--- src/rtl/jbd_pkg.sv ---
// Shared constants, types and result record for the joystick boxcar direction block.
package jbd_pkg;

	localparam int WINDOW_DEPTH = 32;	// power of two: the mean is a shift
	localparam int SAMPLE_BITS = 12;
	localparam int CFG_BITS = 12;
	localparam int OFFSET_BITS = 13;
	localparam int MAG_BITS = 6;
	localparam int MAG_SHIFT = 6;
	localparam int DIR_BITS = 2;
	localparam int CODE_BITS = 8;

	localparam int SLOT_BITS = $clog2(WINDOW_DEPTH);
	localparam int SUM_BITS = SAMPLE_BITS + SLOT_BITS;
	localparam int POS_BITS = ((SAMPLE_BITS > CFG_BITS) ? SAMPLE_BITS : CFG_BITS) + 1;

	localparam int IN_BITS = 2 * SAMPLE_BITS;
	localparam int IN_BYTES_BITS = ((IN_BITS + 7) / 8) * 8;
	localparam int RES_BITS = 2 * OFFSET_BITS + DIR_BITS + MAG_BITS + CODE_BITS;
	localparam int OUT_BYTES_BITS = ((RES_BITS + 7) / 8) * 8;

	localparam logic [CFG_BITS-1:0] CENTER_RESET = CFG_BITS'(2048);

	typedef enum logic [DIR_BITS-1:0] {
		DIR_LEFT  = 2'b00,
		DIR_RIGHT = 2'b01,
		DIR_DOWN  = 2'b10,
		DIR_UP    = 2'b11
	} dir_t;

	typedef struct packed {
		logic [CODE_BITS-1:0]   packed_code;
		logic [MAG_BITS-1:0]    magnitude_code;
		dir_t                   direction;
		logic [OFFSET_BITS-1:0] y_offset;
		logic [OFFSET_BITS-1:0] x_offset;
	} res_t;

endpackage

--- src/rtl/jbd_window.sv ---
// One axis: 32-deep boxcar ring with its running sum.
module jbd_window import jbd_pkg::*; (
	input  logic                 clk,
	input  logic                 arst_n,
	input  logic                 en,
	input  logic [SLOT_BITS-1:0] slot,
	input  logic [SAMPLE_BITS-1:0] sample,
	output logic [SUM_BITS-1:0]  sum
);

	logic [SAMPLE_BITS-1:0] win_q [WINDOW_DEPTH];
	logic [SUM_BITS-1:0]    sum_q;

	always_ff @(posedge clk or negedge arst_n) begin
		if (!arst_n) begin
			for (int i = 0; i < WINDOW_DEPTH; i++) begin
				win_q[i] <= '0;
			end
			sum_q <= '0;
		end else if (en) begin
			win_q[slot] <= sample;
			sum_q <= sum_q - SUM_BITS'(win_q[slot]) + SUM_BITS'(sample);
		end
	end

	assign sum = sum_q;

endmodule

--- src/rtl/jbd_classify.sv ---
// Mean, center offset, dominant axis and packed direction code.
module jbd_classify import jbd_pkg::*; (
	input  logic [SUM_BITS-1:0] x_sum,
	input  logic [SUM_BITS-1:0] y_sum,
	input  logic [CFG_BITS-1:0] center,
	output res_t                res
);

	logic signed [POS_BITS-1:0] x_pos, y_pos;
	logic [POS_BITS-1:0]        x_abs, y_abs, mag_abs;
	logic                       x_dom;
	dir_t                       dir;
	logic [MAG_BITS-1:0]        mag;

	always_comb begin
		x_pos = $signed(POS_BITS'(x_sum[SUM_BITS-1:SLOT_BITS])) - $signed(POS_BITS'(center));
		y_pos = $signed(POS_BITS'(y_sum[SUM_BITS-1:SLOT_BITS])) - $signed(POS_BITS'(center));
		x_abs = x_pos[POS_BITS-1] ? POS_BITS'(-x_pos) : POS_BITS'(x_pos);
		y_abs = y_pos[POS_BITS-1] ? POS_BITS'(-y_pos) : POS_BITS'(y_pos);
		// tie goes to y; zero counts as left or down
		x_dom = x_abs > y_abs;
		if (x_dom) begin
			mag_abs = x_abs;
			dir = (!x_pos[POS_BITS-1] && (|x_pos)) ? DIR_RIGHT : DIR_LEFT;
		end else begin
			mag_abs = y_abs;
			dir = (!y_pos[POS_BITS-1] && (|y_pos)) ? DIR_UP : DIR_DOWN;
		end
		mag = MAG_BITS'(mag_abs >> MAG_SHIFT);

		res.x_offset = OFFSET_BITS'(x_pos);
		res.y_offset = OFFSET_BITS'(y_pos);
		res.direction = dir;
		res.magnitude_code = mag;
		res.packed_code = {dir, mag};
	end

endmodule

--- src/rtl/joystick_boxcar_direction_top.sv ---
// Top level: stream ports, window update stage and result register.
//
// Usage: one x/y sample pair per request on the s_ group (s_tdata: x_sample [11:0],
// y_sample [23:12]). Each request produces exactly one result on the m_ group
// (m_tdata: x_offset, y_offset, direction, magnitude_code, packed_code, low bit up).
// Stage 1 updates both 32-deep rings and running sums; stage 2 takes the mean,
// subtracts center_offset, picks the dominant axis and loads the result register.
// Two registers lie between a request and m_tvalid: the rings and sums, then the result register.
// Throughput: one request per cycle while results drain; the ring read-modify-write of one slot and
// the 17-bit sum update are the per-cycle path.
// Stalls: a result waits in the result register while m_tready is low; stage 1
// still takes one more request, then s_tready drops until the result drains.
// Reset (arst_n low): rings, sums and slot clear to zero, center_offset goes to
// 2048, both stages empty. The first 31 results average in the cleared entries.
// cfg_we writes center_offset from cfg_wdata; write it only while idle.
module joystick_boxcar_direction_top import jbd_pkg::*; (
	input  logic                      clk,
	input  logic                      arst_n,
	input  logic                      cfg_we,
	input  logic [CFG_BITS-1:0]       cfg_wdata,
	input  logic                      s_tvalid,
	output logic                      s_tready,
	input  logic [IN_BYTES_BITS-1:0]  s_tdata,	// x_sample, y_sample
	output logic                      m_tvalid,
	input  logic                      m_tready,
	output logic [OUT_BYTES_BITS-1:0] m_tdata	// x_offset, y_offset, direction, magnitude_code, packed_code
);

	logic [CFG_BITS-1:0]  center_q;
	logic [SLOT_BITS-1:0] slot_q;
	logic                 valid_s1;
	logic                 valid_s2;
	res_t                 res_s2;
	res_t                 res;
	logic [SUM_BITS-1:0]  x_sum, y_sum;
	logic                 take, adv_s1, load_s2;

	assign load_s2 = !valid_s2 || m_tready;
	assign adv_s1 = valid_s1 && load_s2;
	assign s_tready = !valid_s1 || load_s2;
	assign take = s_tvalid && s_tready;

	jbd_window u_x_win (
		.clk    (clk),
		.arst_n (arst_n),
		.en     (take),
		.slot   (slot_q),
		.sample (s_tdata[SAMPLE_BITS-1:0]),
		.sum    (x_sum)
	);

	jbd_window u_y_win (
		.clk    (clk),
		.arst_n (arst_n),
		.en     (take),
		.slot   (slot_q),
		.sample (s_tdata[2*SAMPLE_BITS-1:SAMPLE_BITS]),
		.sum    (y_sum)
	);

	jbd_classify u_classify (
		.x_sum  (x_sum),
		.y_sum  (y_sum),
		.center (center_q),
		.res    (res)
	);

	always_ff @(posedge clk or negedge arst_n) begin
		if (!arst_n) begin
			center_q <= CENTER_RESET;
			slot_q <= '0;
			valid_s1 <= 1'b0;
			valid_s2 <= 1'b0;
		end else begin
			if (cfg_we) begin
				center_q <= cfg_wdata;
			end
			if (take) begin
				slot_q <= (slot_q == SLOT_BITS'(WINDOW_DEPTH - 1)) ? '0 : slot_q + 1'b1;
			end
			if (s_tready) begin
				valid_s1 <= take;
			end
			if (load_s2) begin
				valid_s2 <= adv_s1;
			end
		end
	end

	always_ff @(posedge clk) begin
		if (load_s2 && adv_s1) begin
			res_s2 <= res;
		end
	end

	assign m_tvalid = valid_s2;
	assign m_tdata = OUT_BYTES_BITS'(res_s2);

	a_ready_when_empty: assert property (@(posedge clk) disable iff (!arst_n)
		!valid_s2 |-> s_tready)
		else $error("input stalled with empty result register");

	a_no_overrun: assert property (@(posedge clk) disable iff (!arst_n)
		take |-> (!valid_s1 || adv_s1))
		else $error("request taken over an unconsumed stage-1 item");

	a_fill: assert property (@(posedge clk) disable iff (!arst_n)
		(valid_s1 && !valid_s2) |=> valid_s2)
		else $error("stage-1 item did not reach the empty result register");

	a_packed: assert property (@(posedge clk) disable iff (!arst_n)
		valid_s2 |-> (res_s2.packed_code == {res_s2.direction, res_s2.magnitude_code}))
		else $error("packed code disagrees with direction and magnitude");

endmodule

--- config.mk ---
export PLATFORM = sky130hd
export DESIGN_NAME = joystick_boxcar_direction_top
export DESIGN_NICKNAME = d
export VERILOG_FILES = /design/src/rtl/jbd_pkg.sv /design/src/rtl/jbd_window.sv /design/src/rtl/jbd_classify.sv /design/src/rtl/joystick_boxcar_direction_top.sv
export SDC_FILE = /design/constraint.sdc
export NUM_CORES = 1
export LEC_CHECK = 0
export ABC_CLOCK_PERIOD_IN_PS = 5650
export BUFFER_PORTS_ARGS = -buffer_cell sky130_fd_sc_hd__buf_2
export CORE_UTILIZATION = 36
export CTS_BUF_LIST = sky130_fd_sc_hd__clkbuf_8
export CTS_CLUSTER_SIZE = 24
export DETAILED_ROUTE_END_ITERATION = 6
export GPL_TIMING_DRIVEN = 1
export PLACE_DENSITY = 0.47
export SLEW_MARGIN = 20
export SYNTH_ARGS = -nofsm -noshare
export SYNTH_HDL_FRONTEND = slang
export SYNTH_SLANG_ARGS = --single-unit
--- constraint.sdc ---
create_clock -name clk -period 5.65 [get_ports clk]
set_input_delay 1.13 -clock clk [delete_from_list [all_inputs] [get_ports clk]]
set_output_delay 1.13 -clock clk [all_outputs]
set_load 0.02 [all_outputs]
# After elaboration in Yosys (flattened, before gate mapping)
# Cells that the tools add are included.
totals:
  register_bits: 863
  in_bits: 41
  output_inout_bits: 50
  wordCells: 120
op_classes:
  addsub: 9
  n_lt_le_gt_ge: 3
  n_eq_ne: 1
  muxes: 17
  bitwise: 1
  n_reduce_logical: 14
ops:
  columns: ["cell", "n"]
  rows:
  - ["384-bit bitwise mux", 2]
  - ["12-bit binary-select mux with 5-bit select", 2]
  - ["12-bit two-way mux", 6]
  - ["12-bit demux with 5-bit select", 1]
  - ["17-bit by 12-bit adder with 17-bit output", 2]
  - ["17-bit by 12-bit subtractor with 17-bit output", 2]
  - ["13-bit two-way mux", 2]
  - ["13-bit negation", 2]
  - ["13-bit OR reduction", 2]
  - ["12-bit by 12-bit subtractor with 13-bit output", 2]
  - ["13-bit > comparator", 1]
  - ["6-bit >= comparator, second input constant", 1]
  - ["1-bit logical AND", 6]
  - ["6-bit by 1-bit less-than comparator with 1-bit output, second input constant", 1]
  - ["5-bit inverter with 6-bit output", 1]
  - ["5-bit by 1-bit adder with 5-bit output, second input constant", 1]
  - ["5-bit equality test, second input constant", 1]
  - ["5-bit two-way mux", 1]
  - ["1-bit zero test", 4]
  - ["1-bit logical OR", 2]
  - ["1-bit two-way mux", 2]
  - ["2-bit two-way mux", 1]

# Logic depth before layout (Yosys ltp)
logic_depth:
  word_depth: 6
  ltp_mapped: 21
  depth_no_buf: 20

# Cells and area by module
# Synthesis repeated with hierarchy kept, for this count alone.
unflattened:
  cells_unflattened: 3205
  hier_area_um2: 42330.6
modules_own_cells:
  columns: ["module", "n_inst", "cells_per_inst", "area_per_inst_um2", "seq_area_each_um2"]
  rows:
  - ["jbd_window at u_x_win", 1, 1401, 19062.0, 10034.6]
  - ["jbd_window at u_y_win", 1, 1402, 18994.5, 10034.6]
  - ["jbd_classify", 1, 299, 2154.6, 0.0]
  - ["joystick_boxcar_direction_top", 1, 103, 2119.5, 1737.9]

# Least setup slack after synthesis
# OpenSTA, ideal clock, no wires.
synth_timing:
  kind: "register -> register"
  from: "register slot_q[0]"
  to: "register u_x_win.sum_q[14], in the netlist u_x_win.sum[14]"
  setup_ns: 0.069
  arrival_ns: 4.713
  required_ns: 5.581
  setup_slack_ns: 0.868
  stages_incl_launch_ff: 17
  n_path_buf: 3
  period_less_slack_ns: 4.782
  path_cell_list: "dfrtp_1 -> clkbuf_1 -> clkbuf_1 -> buf_1 -> mux4_2 -> a22oi_1 -> nand4_1 -> fa_1 -> fa_1 -> nor2b_1 -> o31ai_1 -> a2111oi_0 -> nor3_1 -> nor2_1 -> a21oi_1 -> or4_1 -> nand3_1"
synth_via:
  elab_chain_cells: 6
synth_lines:
  columns: ["element", "line", "rtl"]
  rows:
  - ["start: declaration", "joystick_boxcar_direction_top.sv:30", "logic [SLOT_BITS-1:0] slot_q;"]
  - ["start signal: assignment", "joystick_boxcar_direction_top.sv:79", "slot_q <= (slot_q == SLOT_BITS'(WINDOW_DEPTH - 1)) ? '0 : slot_q + 1'b1;"]
  - ["5-bit inverter with 6-bit output (implied by the code)", "jbd_window.sv:22", "sum_q <= sum_q - SUM_BITS'(win_q[slot]) + SUM_BITS'(sample);"]
  - ["12-bit binary-select mux with 5-bit select", "jbd_window.sv:22", null]
  - ["12-bit two-way mux (implied by the code) (2 in a row)", "jbd_window.sv:22", null]
  - ["17-bit by 12-bit subtractor with 17-bit output", "jbd_window.sv:22", null]
  - ["17-bit by 12-bit adder with 17-bit output", "jbd_window.sv:22", null]
  - ["end signal: assignment", "jbd_window.sv:22", null]
  - ["end: declaration", "jbd_window.sv:12", "logic [SUM_BITS-1:0] sum_q;"]
# No other way between the ends. The select of a mux whose other input is x is not followed.
# A chain may end at the register's enable or synchronous reset.

# Worst setup path in the final report
layout_timing:
  from: "register slot_q[0]"
  to: "register u_x_win.sum_q[16], in the netlist u_x_win.sum[16]"
# The elaborated chain is that of the path after synthesis.

==> results.yml <==
setup_path:
  worstPathArrival_ns: 6.00
  path_buf_inv: 5
  crit_fanout: 20
  path_cells: "buf_12 > buf_12 > mux4_2 > a22oi_1 > nand4_1 > ha_1 > inv_1 > ha_1 > inv_1 > fa_1 > nor2b_1 > o31ai_2 > a2111oi_1 > buf_4 > nor3_1 > nor4_1 > o21ai_0 > a21oi_1 > xor2_1"
  cp.required_ns: 6.40
  endpoint_kind: "register"
  path_delay_family: "compound AO/OA/AOI/OAI gates"
  slowest_stage: "dfrtp_4"
  slowest_delay_ns: 0.70
  cp-start-kind: "register"
  critical_path_class: "reg -> reg"
sta:
  worst_hold_slack_ns: 0.315
  clock_skew_ns: 0.0447
  finalCritPeriodShare_pct: 92.9
  tightest_slew_ns: 1.00
  setup_viol_count_final: 0
  hold_violations: 0
  min_period_ns: 5.25
  grt_setup_unrepaired: "no"
  tns_ns: 0
  report.final.slew_viol_count: 0
  fmax_mhz: 191
  slew_headroom_pct: 33.3
placement:
  port_buffers: 84
  dp_cells: 5125
  dp_hpwl_microns: 82100
  gp_congestion: 0.823
routing:
  antenna_left: 0
  drc: 0
  num_vias: 28028
  top_layer: "met4"
  vias_per_cell: 5.19
  wl_met2_microns: 58500
  wl_met1_microns: 58800
  drt_iter0_drc: 2112
  drtPass1Iterations: 5
  wl_microns: 125000
  route.met3.wl_microns: 5050
  routedWlPerCell_microns: 23.2
cts:
  htreeDepth: 4
  cts_resized: 0
  clk_latency_ns: 0.84
  post_cts_buffers: 0
  cts_tree: "built"
  hold_buffers: 0
  cts.reportedPaths.clkPinSlew_ns: 0.06
  cts_buffers: 155
  cts_root_buf: "clkbuf_8"
  cts.path.max_buffers: 3
  cts_sinks: 855
yosys:
  syn_inst: 3711
  ys_seq_elements: 855
  synthDistinctLibCells: 74
  ys.flop_type: "dfrtp_1"
  synth_seq_area_share_pct: 53.9
  synth_warnings: 0
  synth_edf_count: 34
  async_flop_share_pct: 96.0
  syn_area_sq_um: 40000
  synth.avg_cell_area_sq_um: 10.8
pwr:
  vdd_drop_max_uv: 330
  p_per_area_nw_per_um2: 598
  finalPower_mw: 27.4
  leakagePower_nw: 20.7
final_layout:
  layout_commonest_cell: "dfrtp_1"
  areaGrowthSynthToFinish_pct: 14.6
  layout_common_cells: "dfrtp_1, nand2_1, o21ai_0"
  nets: 3951
  drive_gt1_share_pct: 20.0
  utilization_pct: 41.9
  stdcell_count: 5398
job:
  cap_viol_max_count: 0
grt:
  track_usage_pct: 22.9
  grt_pass1_wl_microns: 190000
  overflow: 0
  antenna_found_initial: 1
  grt_pass1_vias: 28420
  grt_max_degree: 101
floorplanning:
  start_util_pct: 36.5
  die_h_microns: 335
  core_sq_um: 110000
  dieArea_sq_um: 113000
  rows: 121
  fp.dieW_microns: 335
  io_pins: 91
worst_hold_path:
  hold_path.class: "in -> async"
status:
  status: "complete, no violations"
stage by stage:
stage          worst slack [ns]  instance area (sq um)
6_report                  0.401                  45900
2_1_floorplan             0.868                  40100
3_3_place_gp             0.0675                  42800
3_5_place_dp              0.109                  42800
4_1_cts                  0.0968                  45900
5_1_grt                  0.0802                  45900
cells by family (layout without fill, tap and decap cells):
| group | count (synthesis) | in the layout | synth area share (%) |
|---|---|---|---|
| compound gates | 1001 | 1001 | 13.9 |
| simple gates | 967 | 967 | 9.92 |
| flops | 855 | 855 | 53.9 |
| buf+inv | 460 | 665 | 4.47 |
| mux | 266 | 266 | 12.9 |
| fa+ha+maj | 104 | 104 | 3.74 |
| xor+xnor | 57 | 57 | 1.27 |
| other cells | 1 | 7 | 0.00937 |
cell usage after synthesis, types with 3 or more instances:
cell type,count,area [sq um]
mux4_2,192,4320
o31a_1,4,35.0
o2111ai_1,4,35.0
a21oi_1,33,165
o21a_1,13,97.6
mux2_2,67,754
a31o_2,4,35.0
buf_4,14,105
buf_2,3,15.0
fa_1,26,521
a211oi_1,6,45.0
nand3_1,44,220
and4_1,3,26.3
a22oi_1,96,721
or3_1,7,43.8
xor2_1,18,158
clkbuf_1,267,1000
o31ai_1,6,45.0
o21bai_1,5,37.5
and3_1,7,43.8
nor3b_1,7,52.6
nand2b_1,11,68.8
nand2_1,778,2920
and2_1,6,37.5
o21ai_0,776,3880
dfrtp_1,820,20500
inv_1,154,578
a31oi_1,9,56.3
xnor2_1,38,333
nor3_1,19,95.1
nor2_1,36,135
ha_1,78,976
nand4_1,28,175
buf_1,20,75.1
a21o_1,11,82.6
a2111oi_0,3,26.3
nor2b_1,9,56.3
edfxtp_1,34,1020
mux2i_1,7,70.1
layer usage:
layer | vias to the layer above | track usage [%]
met1 | 14079 | 32.5
met3 | 182 | 3.52
li1 | 13171 | -
met4 | 0 | 6.51
met5 | - | 0
met2 | 596 | 36.2
area by class of cell:
class | count | area [sq um]
antenna | 1 | 2.50
clock buffer | 193 | 2660
clock inverter | 79 | 459
fill | 10710 | 63700
inverter | 155 | 582
multi-input combinational | 2401 | 16900
sequential | 855 | 21600
tap | 1476 | 1850
timing repair buffer | 238 | 1850
final timing paths:
check | slack [ns] | cells past startpoint | end | from
max | 0.40 | 19 | u_x_win.sum[16] | slot_q[0]
min | 0.31 | 1 | u_y_win.win_q[314] | arst_n
max reg2reg | 0.40 | 19 | u_x_win.sum[16] | slot_q[0]
min reg2reg | 0.47 | 2 | u_x_win.win_q[302] | u_x_win.win_q[302]
max in group asynchronous | 4.18 | 2 | u_x_win.win_q[33] | arst_n
min in group clk | 0.47 | 2 | u_x_win.win_q[302] | u_x_win.win_q[302]
flip-flops by register name, indices dropped and copies added, names as in the netlist:
register / count
m_tvalid: 1
u_y_win.sum: 17
slot_q: 5
u_x_win.win_q: 384
u_y_win.win_q: 384
u_x_win.sum: 17
valid_s1: 1
center_q: 12
m_tdata: 34
power breakdown:
| part | internal, mW | leakage (nW) | switching (mW) | total [mW] |
|---|---|---|---|---|
| logic | 5.17 | 7.70 | 6.90 | 12.1 |
| clock network | 3.25 | 1.77 | 2.68 | 5.92 |
| registers | 8.30 | 11.3 | 1.12 | 9.43 |
Power figures use the tool's default switching activity.
